**config.mk**
```make
export PLATFORM = sky130hd
export DESIGN_NAME = rsi_div_cell
export DESIGN_NICKNAME = d
export VERILOG_FILES = /design/src/rtl/core/ray_sphere_intersect_defines.svh /design/src/rtl/core/rsi_pkg.sv /design/src/rtl/core/rsi_div_cell.sv
export SDC_FILE = /design/constraint.sdc
export NUM_CORES = 1
export LEC_CHECK = 0
export ABC_AREA = 1
export BUFFER_PORTS_ARGS = -buffer_cell sky130_fd_sc_hd__buf_2
export CORE_MARGIN = 1
export CORE_UTILIZATION = 30
export CTS_CLUSTER_DIAMETER = 30
export CTS_CLUSTER_SIZE = 24
export DETAILED_ROUTE_END_ITERATION = 10
export HOLD_SLACK_MARGIN = 0.1
export PLACE_DENSITY = 0.52
export SETUP_SLACK_MARGIN = 0.3
export SLEW_MARGIN = 20
export SYNTH_ARGS = -nofsm -noshare
export SYNTH_HDL_FRONTEND = slang
export SYNTH_SLANG_ARGS = --single-unit
```
**constraint.sdc**
```tcl
create_clock -name i_clk -period 6.95 [get_ports i_clk]
set_clock_uncertainty 0.15 [all_clocks]
set_input_delay 0.3475 -clock i_clk [delete_from_list [all_inputs] [get_ports i_clk]]
set_output_delay 0.3475 -clock i_clk [all_outputs]
set_load 0.01 [all_outputs]
```
**src/rtl/core/ray_sphere_intersect_defines.svh**
```systemverilog
// Assertion macros for the ray/sphere intersection RTL.
// Define ASSERT_OFF to compile the assertions away.
`ifndef RAY_SPHERE_INTERSECT_DEFINES_SVH
`define RAY_SPHERE_INTERSECT_DEFINES_SVH

`ifndef ASSERT_OFF
// Same-cycle implication.
`define RSI_ASSERT_IMP(lbl, clk, rst_n, ante, cons) \
    lbl: assert property (@(posedge clk) disable iff (!rst_n) (ante) |-> (cons)) \
        else $error("assertion failed");
// Next-cycle implication.
`define RSI_ASSERT_NXT(lbl, clk, rst_n, ante, cons) \
    lbl: assert property (@(posedge clk) disable iff (!rst_n) (ante) |=> (cons)) \
        else $error("assertion failed");
`else
`define RSI_ASSERT_IMP(lbl, clk, rst_n, ante, cons)
`define RSI_ASSERT_NXT(lbl, clk, rst_n, ante, cons)
`endif

`endif

```
**src/rtl/core/rsi_pkg.sv**
```systemverilog
`default_nettype none

package rsi_pkg;

    // Defaults for the top-level parameters
    localparam int          FRAC_BITS_DEF     = 16;
    localparam logic [31:0] MISS_DISTANCE_DEF = 32'hFFFF_FFFF;

    // Radius register reset value (1.0 in Q16.16)
    localparam logic [30:0] RADIUS_RESET = 31'd65536;

    // Root bits produced by the square root chain, quotient bits by the divider
    localparam int SQ_BITS  = 64;
    localparam int DIV_BITS = 32;

    // Data carried along the square root chain
    typedef struct packed {
        logic [65:0]  rem;    // partial remainder
        logic [63:0]  root;   // root bits so far
        logic [127:0] rad;    // radicand, two bits consumed per cell
        logic [63:0]  hm;     // |h|
        logic         hneg;   // sign of h
        logic [63:0]  a;      // d.d
        logic         miss;
    } t_sq;

    // Data carried along the divider chain
    typedef struct packed {
        logic [95:0] num;     // partial numerator
        logic [31:0] quo;     // quotient bits so far
        logic [63:0] a;       // divisor
        logic        sat;     // quotient would not fit 32 bits
        logic        miss;
    } t_dv;

endpackage

`default_nettype wire

```
**src/rtl/core/rsi_div_cell.sv**
```systemverilog
`default_nettype none

// One quotient bit per cell: compare and subtract the shifted divisor.
module rsi_div_cell
    import rsi_pkg::*;
#(
    parameter int SHIFT = 0
) (
    input  wire logic i_clk,
    input  wire logic i_rst_n,
    input  wire logic i_valid,
    output logic      o_ready,
    input  wire t_dv  i_data,
    output logic      o_valid,
    input  wire logic i_ready,
    output t_dv       o_data
);

    logic        r_valid;
    t_dv         r_data, n_data;
    logic [95:0] trial;
    logic        ge;

    assign o_ready = !r_valid || i_ready;
    assign o_valid = r_valid;
    assign o_data  = r_data;

    always_comb begin
        trial = {32'd0, i_data.a} << SHIFT;
        ge    = (i_data.num >= trial);
        n_data = i_data;
        n_data.num = ge ? (i_data.num - trial) : i_data.num;
        n_data.quo[SHIFT] = ge;
    end

    always_ff @(posedge i_clk) begin
        if (!i_rst_n) begin
            r_valid <= 1'b0;
        end else if (o_ready) begin
            r_valid <= i_valid;
        end
    end

    always_ff @(posedge i_clk) begin
        if (o_ready) begin
            r_data <= n_data;
        end
    end

endmodule

`default_nettype wire

```
==> flow_summary.yaml <==
synth:
  synth-seq-area-share_pct: 37.9
  syn_inst: 2299
  synth_seq_cells: 195
  ys_warn_count: 0
  synth_edf_count: 194
  syn-mean-instance-area_um2: 6.71
  synth_common_cells: "nand2_1, inv_1, nor2_1, edfxtp_1, nand3_1"
  synth.largest_area_cell: "edfxtp_1"
  netlist_area_um2: 15400
  ys_types: 37
  synth_nets: 2562
  synth_top_area_share_pct: 37.8
  synth.area.top_cells: "edfxtp_1, nand2_1, inv_1"
  synth_ff_type: "edfxtp_1"
  ys_async_sr_fraction_pct: 0
  synth_most_common_cell: "nand2_1"
worst_setup_path:
  arrival_ps: 4100
  path_max_fanout: 29
  start_kind: "input port"
  cp_common_cell: "nand2_2"
  end_kind: "flip-flop"
  reg2regPathDepth: 3
  worstReg2RegEnd: "o_data[65]"
  worstReg2RegStart: "o_valid"
  critical_path_class: "in2reg"
  critPathMaxStageDelay_ps: 530
  crit_required_ps: 7160
  rrSetupSlack_ps: 4450
  crit_slowest_cell: "dlygate4sd3_1"
  worstPathCellList: "dlygate4sd3_1 -> buf_2 -> inv_1 -> ha_1 -> fa_1 -> inv_1 -> nand3_1 -> nand2_2 -> nand2_1 -> nand2_2 -> nand2_1 -> nand2_2 -> nand2_1 -> nand2_2 -> nand2_2 -> nand3_2 -> buf_4 -> nand3_1 -> nand2_1"
die:
  die_area_um2: 52300
  start_util_pct: 30.6
  rows: 82
  die_x_um: 229
  core_um2: 50500
  die_h_um: 229
  top_level_ports: 394
place:
  pre_cts_slack_ps: 3130
  place_congestion: 0.978
  portBuffers: 392
  dpl-instance-area_um2: 18100
  dp_hpwl_um: 54600
clock_tree:
  clock-sinks: 195
  cts_buffers: 17
  cts.reportedPaths.clkPinSlew_ps: 80
  cts_tree: "yes"
  root_buffer: "clkbuf_16"
  htree_levels: 4
  clk-insertion-delay-late_ps: 500
  cts_buffer_depth: 2
  post_cts_buffers: 0
sta:
  rsz0062_at_grt: "false"
  min_period_ps: 3890
  finalHoldViolations: 0
  setup_ws_ps: 3060
  fmax_mhz: 257
  worst_slew_pin_slew_ps: 1210
  finalCritPeriodShare_pct: 56.0
  timing.setup.tns_ps: 0
  drv_slew: 0
  slew_headroom_pct: 18.6
  setup-violations-final: 0
global_routing:
  antenna_found_initial: 0
  grt_pass1_wl_um: 96400
  grt_pass1_vias: 16100
  grt.overflow.total: 0
  grt_max_degree: 79
  grtUsageTotal_pct: 24.9
status:
  status: "complete, no violations"
finish:
  layout-drive-gt1-share_pct: 17.8
  diodes: 0
  utilization_pct: 40.8
  final_nets: 3148
  syn_to_final_growth_pct: 33.4
  finish.instance_area_um2: 20600
  fill_cells: 5547
pwr:
  ir_drop_v: 0.000167
  switching_share_pct: 34.8
  power_frac_seq_pct: 40.8
  cellLeakagePower_nw: 10.7
  intPower_mw: 2.38
  combPwrFrac_pct: 30.9
  power_density_nw_per_um2: 177
  p_sw_mw: 1.27
  pwr-share-clk_pct: 28.3
  power_mw: 3.65
flow_run:
  drv_cap: 0
detailed_routing:
  firstDrtPassIters: 5
  vias_per_cell: 4.52
  vias: 16100
  ant_nets: 0
  wl_per_cell_um: 18.2
  dr.first_iter.drc_count: 1052
  routed_wl_um: 65000
  drc: 0
min_path:
  hold-path-cell-count: 3
  hold_path_startpoint: "i_data[183]"
  min_to: "o_data[183]"
  min_path_type: "in2reg"
==> cells by family after synthesis <==
group           after synthesis  share of synthesized area, %
xor+xnor                     42                          2.38
fa+ha+maj                    65                          5.32
simple gates               1334                          35.5
buf+inv                     540                          13.9
flops                       195                          37.9
compound gates              123                          5.04
==> worst max path at each step <==
| stage | start | to | slack (ps) | depth (start not counted) |
|---|---|---|---|---|
| floorplan | i_ready | o_valid | 1580 | 3 |
| global placement | i_data[2] | o_data[149] | 3160 | 17 |
| global route | i_data[98] | o_data[149] | 2900 | 19 |
| detailed placement | i_data[2] | o_data[149] | 3130 | 17 |
| finish | i_data[98] | o_data[149] | 3060 | 19 |
| CTS | i_data[2] | o_data[149] | 3140 | 18 |
==> state kept, by name, summed over array words and instances (netlist names) <==
register  flops
o_data      194
o_valid       1
==> through the flow <==
stage | hold slack (ps) | cells
2_1_floorplan | 296 | 2299
3_3_place_gp | 375 | 3351
3_5_place_dp | 376 | 3351
4_1_cts | 105 | 3570
5_1_grt | 116 | 3570
6_report | 142 | 3570
==> what timing repair did <==
item                      in CTS  in global routing
hold buffers                 187                  0
gates resized for setup        0                  0
hold endpoints to repair     196                  0
==> layout by cell type (no fill, tap or decap), types with 17 or more instances in the layout <==
cell           Yosys  layout
nand2_1          913     912
nor3_1            19      18
xnor2_1           39      39
ha_1              64      64
nand3_1          117     117
nor2_1           196     196
edfxtp_1         194     194
o21ai_0           29      29
a21oi_1           42      42
nand4_1           39      39
clkbuf_16          0      17
buf_2              5     392
inv_1            509     509
a21oi_2           28      28
dlygate4sd3_1      0     187
==> critical path, delay by kind of cell <==
kind | cells | cell delay (ps)
adders and majority gates | 2 | 630
buffers and inverters | 5 | 1330
and+or+nand+nor | 12 | 1760
==> power by group through the flow <==
stage | Combinational (mW) | Sequential, mW | Clock (mW)
detailed placement | 1.04 | 1.52 | 0
global placement | 1.04 | 1.51 | 0
CTS | 1.13 | 1.49 | 1.07
finish | 1.13 | 1.49 | 1.03
floorplan | 0.503 | 1.60 | 0
global route | 1.24 | 1.50 | 1.10
==> area by class of cell <==
class                   count  area, um^2  share of cell area, %
flip-flops and latches    195        5850                   28.4
multi-input cells        1564        7450                   36.2
inverters                 522        1960                   9.53
repair buffers            585        3890                   18.9
well taps                 672         841                   4.09
clock buffers              17         425                   2.07
clock inverters            15         165                  0.802
==> layer usage <==
layer / wire [um] / track usage (%)
met1: 31600 / 34.7
met2: 29400 / 40.6
met3: 3020 / 3.54
met4: 1050 / 5.96
met5: 0 / 0
Power figures use the tool's default switching activity.
