`config.mk`:
```
export PLATFORM = sky130hd
export DESIGN_NAME = rsi_sqrt_cell
export DESIGN_NICKNAME = d
export VERILOG_FILES = /design/src/rtl/core/ray_sphere_intersect_defines.svh /design/src/rtl/core/rsi_pkg.sv /design/src/rtl/core/rsi_sqrt_cell.sv
export SDC_FILE = /design/constraint.sdc
export NUM_CORES = 1
export LEC_CHECK = 0
export BUFFER_PORTS_ARGS = -buffer_cell sky130_fd_sc_hd__buf_2
export CELL_PAD_IN_SITES_DETAIL_PLACEMENT = 1
export CELL_PAD_IN_SITES_GLOBAL_PLACEMENT = 1
export CORE_AREA = 10 10 298 300
export DETAILED_ROUTE_END_ITERATION = 12
export DIE_AREA = 0 0 308 310
export PLACE_DENSITY_LB_ADDON = 0.3
export SETUP_SLACK_MARGIN = 0.05
export SYNTH_ARGS = -nofsm -noshare
export SYNTH_HDL_FRONTEND = slang
export SYNTH_SLANG_ARGS = --single-unit
```
`constraint.sdc`:
```
create_clock -name i_clk -period 11.6 [get_ports i_clk]
set_clock_uncertainty 0.15 [all_clocks]
set_input_delay 1.16 -clock i_clk [delete_from_list [all_inputs] [get_ports i_clk]]
set_output_delay 1.16 -clock i_clk [all_outputs]
set_load 0.02 [all_outputs]
```
`src/rtl/core/ray_sphere_intersect_defines.svh`:
```
// Assertion macros for the ray/sphere intersection RTL.
// Define ASSERT_OFF to compile the assertions away.
`ifndef RAY_SPHERE_INTERSECT_DEFINES_SVH
`define RAY_SPHERE_INTERSECT_DEFINES_SVH

`ifndef ASSERT_OFF
// Same-cycle implication.
`define RSI_ASSERT_IMP(lbl, clk, rst_n, ante, cons) \
    lbl: assert property (@(posedge clk) disable iff (!rst_n) (ante) |-> (cons)) \
        else $error("assertion failed");
// Next-cycle implication.
`define RSI_ASSERT_NXT(lbl, clk, rst_n, ante, cons) \
    lbl: assert property (@(posedge clk) disable iff (!rst_n) (ante) |=> (cons)) \
        else $error("assertion failed");
`else
`define RSI_ASSERT_IMP(lbl, clk, rst_n, ante, cons)
`define RSI_ASSERT_NXT(lbl, clk, rst_n, ante, cons)
`endif

`endif

```
`src/rtl/core/rsi_pkg.sv`:
```
`default_nettype none

package rsi_pkg;

    // Defaults for the top-level parameters
    localparam int          FRAC_BITS_DEF     = 16;
    localparam logic [31:0] MISS_DISTANCE_DEF = 32'hFFFF_FFFF;

    // Radius register reset value (1.0 in Q16.16)
    localparam logic [30:0] RADIUS_RESET = 31'd65536;

    // Root bits produced by the square root chain, quotient bits by the divider
    localparam int SQ_BITS  = 64;
    localparam int DIV_BITS = 32;

    // Data carried along the square root chain
    typedef struct packed {
        logic [65:0]  rem;    // partial remainder
        logic [63:0]  root;   // root bits so far
        logic [127:0] rad;    // radicand, two bits consumed per cell
        logic [63:0]  hm;     // |h|
        logic         hneg;   // sign of h
        logic [63:0]  a;      // d.d
        logic         miss;
    } t_sq;

    // Data carried along the divider chain
    typedef struct packed {
        logic [95:0] num;     // partial numerator
        logic [31:0] quo;     // quotient bits so far
        logic [63:0] a;       // divisor
        logic        sat;     // quotient would not fit 32 bits
        logic        miss;
    } t_dv;

endpackage

`default_nettype wire

```
`src/rtl/core/rsi_sqrt_cell.sv`:
```
`default_nettype none

// One root bit per cell: restoring square root step.
module rsi_sqrt_cell
    import rsi_pkg::*;
(
    input  wire logic i_clk,
    input  wire logic i_rst_n,
    input  wire logic i_valid,
    output logic      o_ready,
    input  wire t_sq  i_data,
    output logic      o_valid,
    input  wire logic i_ready,
    output t_sq       o_data
);

    logic        r_valid;
    t_sq         r_data, n_data;
    logic [67:0] rem_sh;
    logic [67:0] trial;
    logic        ge;

    assign o_ready = !r_valid || i_ready;
    assign o_valid = r_valid;
    assign o_data  = r_data;

    // Bring down two radicand bits, try root*4+1
    always_comb begin
        rem_sh = {i_data.rem, i_data.rad[127:126]};
        trial  = {2'b00, i_data.root, 2'b01};
        ge     = (rem_sh >= trial);
        n_data      = i_data;
        n_data.rem  = ge ? 66'(rem_sh - trial) : 66'(rem_sh);
        n_data.root = {i_data.root[62:0], ge};
        n_data.rad  = {i_data.rad[125:0], 2'b00};
    end

    always_ff @(posedge i_clk) begin
        if (!i_rst_n) begin
            r_valid <= 1'b0;
        end else if (o_ready) begin
            r_valid <= i_valid;
        end
    end

    always_ff @(posedge i_clk) begin
        if (o_ready) begin
            r_data <= n_data;
        end
    end

endmodule

`default_nettype wire

```
==> key figures, run 1 <==
Run status
  – Status: finished clean

Clock tree
  – Worst-Skew Late Latency: 0.60 ns
  – Root Buffer: clkbuf_16
  – Post_cts resized: 0
  – TritonCTS clock tree: yes
  – Clock sink count: 387
  – CTS H-tree depth: 2
  – Num CTS Buffers: 49
  – Worst-path clk slew: 0.06 ns
  – Longest Clk Path Bufs: 3
  – Hold_buf cts: 0
  – Post-CTS setup buffers: 0

Global routing
  – Vias in the first global route: 14400
  – GRT Overall Usage: 17.5%
  – Initial antenna violation count: 54
  – First-pass GRT wire length: 117000 µm
  – Grt ovf: 0
  – Pin count of the biggest net entering global routing: 132

Timing
  – Final setup violation count: 0
  – Max Freq: 175 MHz
  – Hold Vio Cnt, Final: 0
  – Setup TNS: 0 ns
  – Slew @ Worst Pin: 1.05 ns
  – Crit share post-route: 49.1%
  – Fin Hold WS: 0.576 ns
  – RSZ-0062 raised after global routing: false
  – Final slew viol count: 0
  – Final min period: 5.70 ns
  – Relative slew slack: 28.5%

Die
  – Die area: 95500 µm²
  – Chip height: 310 µm
  – Core area: 82900 µm²
  – Ports: 782
  – Die W: 308 µm
  – Initial Util: 20.3%
  – # rows: 106

Synthesis
  – Syn Std Cell Area: 16800 µm²
  – FFs w/ async S/R, synth: 0%
  – Primary FF master, synth: edfxtp_1
  – Yosys warns: 0
  – Post-synth top area share: 68.9%
  – Most frequent cells after synthesis: edfxtp_1 (386), a21oi_1 (82), inv_1 (79)
  – Post-synthesis register bit count: 387
  – EDFF count, synth: 386
  – Synth cell types: 69
  – Mapped Cells: 1151
  – Top post-synthesis cells by area: edfxtp_1 (69%), ha_1 (4.9%), mux2_2 (2.5%)
  – Leading area contributor after synthesis: edfxtp_1
  – Register area share after synthesis: 69.0%
  – Avg Inst Size Synth: 14.6 µm²
  – Most common cell in the netlist: edfxtp_1

Critical path
  – Critical path peak fanout: 43
  – Critical path endpoint category: flip-flop
  – Crit Path Class: primary input to flip-flop
  – Critical Path Source Type: primary input
  – Worst Path Required: 11.79 ns
  – CP arrival: 5.89 ns

Power
  – Total power divided by cell area: 173 nW/µm²
  – Pwr Total: 4090 µW
  – Max VDD drop: 0.0936 mV
  – Leak pwr: 0.0102 µW

Route
  – Iteration-0 DRC Markers: 725
  – Routed Antenna Nets: 0
  – Routed wire per std cell: 28.9 µm
  – DRC viols: 0
  – Vias per inst: 4.34
  – Drt first pass iters: 7
  – Final wirelength: 89100 µm
  – DR vias: 13400

Final layout
  – Final net count: 2413
  – Layout cells sized above 1: 45.5%
  – Layout area overhead: 40.2%
  – Final core utilization: 28.5%

Placement
  – Final RePlAce weighted congestion: 0.939
  – Post-DP HPWL: 75200 µm
  – Port Buffers: 779

Run
  – MaxCap Viol Count: 0

Min path
  – Hold Path Class: primary input to flip-flop
==> state kept, by name (all words and copies together), names as in the netlist <==
name     cells
o_data     386
o_valid      1
==> cell families (layout without fill, tap and decap cells) <==
family / count (synthesis) / count (layout) / synth area share, %
buffers and inverters: 112 / 954 / 2.91
adder cells (fa/ha/maj): 66 / 66 / 4.91
AND/OR/NAND/NOR: 214 / 214 / 6.24
AO/OA/AOI/OAI: 246 / 246 / 9.44
other: 1 / 13 / 0.0223
flip-flops: 387 / 387 / 69.0
XOR/XNOR: 58 / 58 / 3.02
multiplexers: 67 / 67 / 4.45
==> through the flow <==
stage	cells	worst slack (ns)	instance area, µm²
finish	3085	5.90	23600
global route	3077	5.54	23600
detailed placement	2984	5.16	22000
floorplan	1152	4.23	16800
CTS	3074	5.81	23600
global placement	2984	5.36	22000
==> worst max-delay path, stage by stage <==
cell and delay [ns]:
buf_2 0.09, inv_1 0.05, ha_1 0.37, nand2b_1 0.11, a211oi_1 0.50, o21ai_1 0.21, o31ai_1 0.50, nand2_1 0.11
and4b_1 0.33, o211a_4 0.30, a31oi_4 0.24, a2bb2oi_4 0.72, buf_4 0.66, mux2_2 0.40
==> power by group <==
part           internal [µW]  switching, µW
Combinational            272            536
Clock                    894            648
Sequential              1700           38.3
==> metal layers <==
layer  wire [µm]  global-route usage [%]
met1       30700                    17.6
met2       44200                    30.5
met3       10100                    8.70
met4        3740                    7.27
met5         336                   0.981
==> final timing paths <==
kind | depth (start not counted) | to | start | slack (ns)
hold reg to reg | 2 | o_data[367]$_DFFE_PP_ | o_valid$_SDFFE_PN0P_ | 0.97
hold / removal | 1 | o_data[110]$_DFFE_PP_ | i_data[110] | 0.58
setup reg to reg | 3 | o_data[310]$_DFFE_PP_ | o_valid$_SDFFE_PN0P_ | 8.83
setup / recovery | 14 | o_data[355]$_DFFE_PP_ | i_data[258] | 5.90
==> cell type report <==
type / count / area, µm²
Fill cell: 9271 / 59300
Timing Repair Buffer: 785 / 3960
Antenna cell: 11 / 27.5
Tap cell: 1080 / 1350
Sequential cell: 387 / 11600
Multi-Input combinational cell: 653 / 4740
Clock buffer: 57 / 1260
Inverter: 79 / 297
Clock inverter: 33 / 354
==> layout by cell type, fill, tap and decap left out, types with 9 or more instances in the layout <==
cell / count
a21o_1: 30
a21oi_1: 82
buf_2: 779
clkbuf_16: 49
clkinv_1: 9
clkinv_2: 9
diode_2: 11
edfxtp_1: 386
ha_1: 66
inv_1: 79
mux2_1: 26
mux2_2: 37
nand2_1: 63
nand3_1: 14
nand4_1: 21
nor2_1: 47
nor3_1: 23
o211ai_1: 9
o21a_1: 9
o21ai_0: 48
o21bai_1: 14
xnor2_1: 36
xor2_1: 22
Power figures use the tool's default switching activity.
==> run 2: changes to the inputs <==
clock period = 5.2 ns   (was 11.6 ns; I/O delays follow)
==> run 2 against run 1 <==
  * Via count grew 9.7%
  * Total power rose by 130%
  * Final area grew 13%
  * Largest cell class unchanged
  * Highest routed layer unchanged
==> key figures, run 2 (synthesis results as in run 1) <==
Power
  – Clock share of power: 35.7%
  – Leak pwr: 0.0116 µW
  – Switch share: 30.2%
  – Reg power frac: 42.1%
  – Max VDD drop: 0.192 mV
  – P_sw: 2780 µW
  – Comb power frac: 22.2%
  – Internal power: 6440 µW
  – Total power divided by cell area: 344 nW/µm²

Global routing
  – First-pass GRT wire length: 126000 µm
  – Vias in the first global route: 16100
  – GRT Overall Usage: 18.5%
  – Pin count of the biggest net entering global routing: 129
  – Grt ovf: 0
  – Initial antenna violation count: 36

Die
  – Die area: 95500 µm²
  – Initial Util: 20.3%
  – Ports: 782
  – Die W: 308 µm
  – Chip height: 310 µm
  – # rows: 106
  – Core area: 82900 µm²

Run
  – MaxCap Viol Count: 0

Critical path
  – Crit Path Class: primary input to flip-flop
  – Slowest CP cell: dlygate4sd3_1
  – Critical Path Source Type: primary input
  – Critical path peak fanout: 33
  – Bufs and invs on worst path: 4
  – CP top delay family: compound AO/OA/AOI/OAI gates
  – Max incr delay on CP: 0.53 ns
  – Worst Path Required: 5.37 ns
  – CP cell instances: dlygate4sd3_1 > buf_2 > inv_1 > ha_1 > nand2b_1 > a211oi_1 > o21ai_1 > o31ai_1 > nand2_1 > and4b_1 > o211a_4 > a31oi_4 > a2bb2oi_4 > buf_4 > mux2_2
  – Critical path endpoint category: flip-flop
  – CP arrival: 4.89 ns

Clock tree
  – Clock sink count: 387
  – Num CTS Buffers: 48
  – Longest Clk Path Bufs: 3
  – CTS H-tree depth: 2
  – Worst-path clk slew: 0.06 ns
  – Post-CTS setup buffers: 0
  – Root Buffer: clkbuf_16
  – TritonCTS clock tree: yes
  – Worst-Skew Late Latency: 0.59 ns

Final layout
  – Layout cells sized above 1: 39.1%
  – Max reg flops: 386
  – Non-Filler Instances: 3408
  – Most frequent cells in the layout: buf_2 (779), edfxtp_1 (386), dlygate4sd3_1 (319), a21oi_1 (82), inv_1 (79)
  – Layout area overhead: 59.0%
  – Final net count: 2736
  – Most common cell after layout, fill and taps aside: buf_2
  – Final core utilization: 32.3%
  – Filler cells: 9152

Placement
  – DP Cell Count: 2989
  – Post-DP HPWL: 76300 µm
  – Final RePlAce weighted congestion: 0.923
  – Port Buffers: 779

Timing
  – Crit share post-route: 90.7%
  – Hold Vio Cnt, Final: 0
  – Relative slew slack: 28.9%
  – Slew @ Worst Pin: 1.07 ns
  – Final min period: 4.71 ns
  – Max Freq: 212 MHz
  – Setup TNS: 0 ns
  – RSZ-0062 raised after global routing: false
  – Final slew viol count: 0
  – Final setup violation count: 0

Route
  – Routed Antenna Nets: 0
  – Vias per inst: 4.31
  – Iteration-0 DRC Markers: 763
  – DRC viols: 0
  – DR vias: 14700
  – Final wirelength: 93600 µm
  – Drt first pass iters: 5
  – Routed wire per std cell: 27.5 µm

Min path
  – Hold Path Class: primary input to flip-flop

Run status
  – Status: finished clean
==> run 2: worst register-to-register path: cells and delay by family (launching register included) <==
| kind | cells | cell delay, ns |
|---|---|---|
| buffers and inverters | 1 | 0.56 |
| DFF | 1 | 0.34 |
| and+or+nand+nor | 1 | 0.79 |
==> run 2: stage by stage <==
step,instance area [µm²],total power [µW],setup WS [ns],hold slack [ns]
2_1_floorplan,16800,4950,1.23,0.469
3_3_place_gp,22000,5780,0.548,0.546
5_1_grt,26700,9620,0.202,0.0369
6_report,26800,9220,0.485,0.0789
3_5_place_dp,22000,5800,0.343,0.548
4_1_cts,26700,9390,0.433,0.0243
==> run 2: timing repair <==
item | 4_1_cts | 5_1_grt
hold buffers | 319 | 0
endpoints found under the setup margin | 0 | 0
hold endpoints to repair | 319 | 0
gates resized for setup | 0 | 0
==> run 2: worst paths after layout <==
kind	start	end	slack [ns]	cells past startpoint
worst max-delay path	i_data[258]	o_data[327]$_DFFE_PP_	0.49	15
worst min-delay path	i_data[383]	o_data[385]$_DFFE_PP_	0.08	2
worst max register to register	o_valid$_SDFFE_PN0P_	o_data[96]$_DFFE_PP_	2.73	2
worst min register to register	o_valid$_SDFFE_PN0P_	o_data[214]$_DFFE_PP_	1.19	1
==> run 2: power groups by stage <==
stage / Sequential (µW) / Clock, µW / Combinational [µW]
2_1_floorplan: 4340 / 0 / 610
3_3_place_gp: 3940 / 0 / 1840
3_5_place_dp: 3940 / 0 / 1860
4_1_cts: 3880 / 3410 / 2090
5_1_grt: 3910 / 3520 / 2190
6_report: 3880 / 3290 / 2050
==> run 2: per-layer routing <==
layer  track usage, %  vias to the layer above  wire, µm
met5                0                        -       214
met3             6.36                      178      7430
met4             9.68                       32      5380
met1             19.1                     7231     33300
li1                 -                     6649         -
met2             33.1                      590     47200
==> run 2: area by class of cell <==
class	count	area, µm²	share of cell area (%)
Multi-Input combinational cell	653	4740	17.7
Clock inverter	25	246	0.921
Sequential cell	387	11600	43.4
Clock buffer	59	1260	4.72
Antenna cell	16	40.0	0.150
Tap cell	1080	1350	5.05
Inverter	79	297	1.11
Timing Repair Buffer	1109	7210	27.0
==> run 3: changes to the inputs <==
clock period = 4.2 ns   (was 5.2 ns; I/O delays follow)
==> run 3 against run 2 <==
  * Non-clock buffer count grew 100
  * Largest cell class unchanged
  * Clock power grew 25%
  * Register-to-register slack lost 0.54 ns
  * Highest routed layer unchanged
==> key figures, run 3 (synthesis results as in run 1) <==
Global routing
  – Grt ovf: 0
  – Pin count of the biggest net entering global routing: 137
  – Vias in the first global route: 16500
  – First-pass GRT wire length: 130000 µm
  – GRT Overall Usage: 18.8%
  – Initial antenna violation count: 36

Die
  – Ports: 782
  – Chip height: 310 µm
  – # rows: 106
  – Initial Util: 20.3%
  – Core area: 82900 µm²
  – Die W: 308 µm
  – Die area: 95500 µm²

Clock tree
  – Num CTS Buffers: 48
  – Worst-path clk slew: 0.06 ns
  – Post-CTS setup buffers: 0
  – TritonCTS clock tree: yes
  – Clock sink count: 387
  – CTS H-tree depth: 2
  – Root Buffer: clkbuf_16
  – Longest Clk Path Bufs: 3
  – Worst-Skew Late Latency: 0.59 ns

Critical path
  – Reg-to-Reg Start: o_valid$_SDFFE_PN0P_
  – Critical path peak fanout: 39
  – Crit Path Class: primary input to flip-flop
  – Worst Path Required: 4.38 ns
  – Critical path endpoint category: flip-flop
  – R2R Path End: o_valid$_SDFFE_PN0P_
  – CP arrival: 4.22 ns
  – R2r setup slk: 2.19 ns
  – Critical Path Source Type: primary input
  – R2R cell count: 4

Timing
  – Max Freq: 248 MHz
  – Final setup violation count: 0
  – Crit share post-route: 96.1%
  – Relative slew slack: 42.6%
  – Final slew viol count: 0
  – Slew @ Worst Pin: 0.861 ns
  – Setup TNS: 0 ns
  – Hold Vio Cnt, Final: 0
  – Final min period: 4.03 ns
  – RSZ-0062 raised after global routing: true

Final layout
  – Area occupied by multi-input gates: 4760 µm²
  – Final net count: 2836
  – Most common cell after layout, fill and taps aside: buf_2
  – Layout area overhead: 64.6%
  – Final core utilization: 33.4%
  – Most frequent cells in the layout: buf_2 (779), edfxtp_1 (386), dlygate4sd3_1 (380), a21oi_1 (82), inv_1 (79)
  – Non-Filler Instances: 3508
  – Filler cells: 9201
  – Max reg flops: 386
  – Layout cells sized above 1: 39.3%
  – FF/Latch Area: 11600 µm²

Route
  – Iteration-0 DRC Markers: 810
  – Final wirelength: 94600 µm
  – Routed wire per std cell: 27.0 µm
  – Drt first pass iters: 4
  – DR vias: 15100
  – Routed Antenna Nets: 0
  – DRC viols: 0
  – Vias per inst: 4.31

Min path
  – Hold Path Class: primary input to flip-flop
  – Worst hold start: i_data[348]
  – Hold path depth: 2
  – Hold Crit Endpoint: o_data[350]$_DFFE_PP_

Run status
  – Status: finished clean

Power
  – Total power divided by cell area: 417 nW/µm²
  – Leak pwr: 0.0120 µW
  – Max VDD drop: 0.309 mV

Run
  – MaxCap Viol Count: 0

Placement
  – Post-DP HPWL: 76000 µm
  – Final RePlAce weighted congestion: 0.940
  – Port Buffers: 779
  – DP Cell Count: 3028
==> run 3: cell count changes in the layout (fill, tap and decap cells not counted), sizes merged <==
cell / before / now
buf: 790 / 829
clkbuf: 59 / 58
dlygate4sd3: 319 / 380
clkinv: 17 / 22
clkinvlp: 5 / 2
diode: 16 / 15
==> run 3: where the power goes <==
part,switching (µW),internal (µW),total [µW]
registers,116,4690,4810
clock network,1800,2330,4120
logic,1600,1030,2630
total,3510,8050,11600
==> run 3: layer usage <==
layer	GRT usage (%)	wire [µm]
met5	0	230
met4	6.78	3710
met1	19.8	34500
met2	34.5	48900
met3	6.38	7260
==> run 3: final cells by class <==
| cell class | count | area share, % |
|---|---|---|
| sequential | 387 | 41.9 |
| inverter | 79 | 1.07 |
| multi-input combinational | 653 | 17.2 |
| tap | 1080 | 4.88 |
| clock buffer | 58 | 4.55 |
| clock inverter | 27 | 0.922 |
| timing repair buffer | 1209 | 29.3 |
| antenna | 15 | 0.136 |
==> run 3: worst max path at each step <==
stage	start	end	slack, ns	cells after the start
2_1_floorplan	i_ready	o_valid$_SDFFE_PN0P_	0.33	2
3_3_place_gp	i_data[259]	o_data[387]$_DFFE_PP_	-0.006	16
3_5_place_dp	i_data[256]	o_data[335]$_DFFE_PP_	0.01	15
4_1_cts	i_data[322]	o_data[387]$_DFFE_PP_	0.11	16
5_1_grt	i_data[269]	o_data[347]$_DFFE_PP_	0.03	15
6_report	i_data[290]	o_data[332]$_DFFE_PP_	0.17	12
==> run 3: what timing repair did <==
action | CTS | global route
endpoints found under the setup margin | 0 | 63
hold endpoints to repair | 379 | 0
gates resized for setup | 0 | 7
hold buffers | 380 | 0
==> run 3: critical path, stage by stage <==
cell	delay (ns)
dlygate4sd3_1	0.62
buf_2	0.15
inv_1	0.04
ha_1	0.29
nand4_1	0.15
or4_1	0.49
or4_4	0.60
o211a_4	0.29
a31oi_4	0.22
a2bb2oi_4	0.23
buf_12	0.28
mux2_2	0.38
==> run 3: metrics by stage <==
step,total power [µW],area (µm²),hold WS (ns),setup WS [ns]
after floorplan,6130,16800,0.369,0.326
after global routing,12100,27700,0.0305,0.0281
final,11600,27700,0.0434,0.165
after detailed placement,7220,22300,0.448,0.0109
after CTS,11700,27600,0.0164,0.109
after global placement,7200,22300,0.446,-0.00553
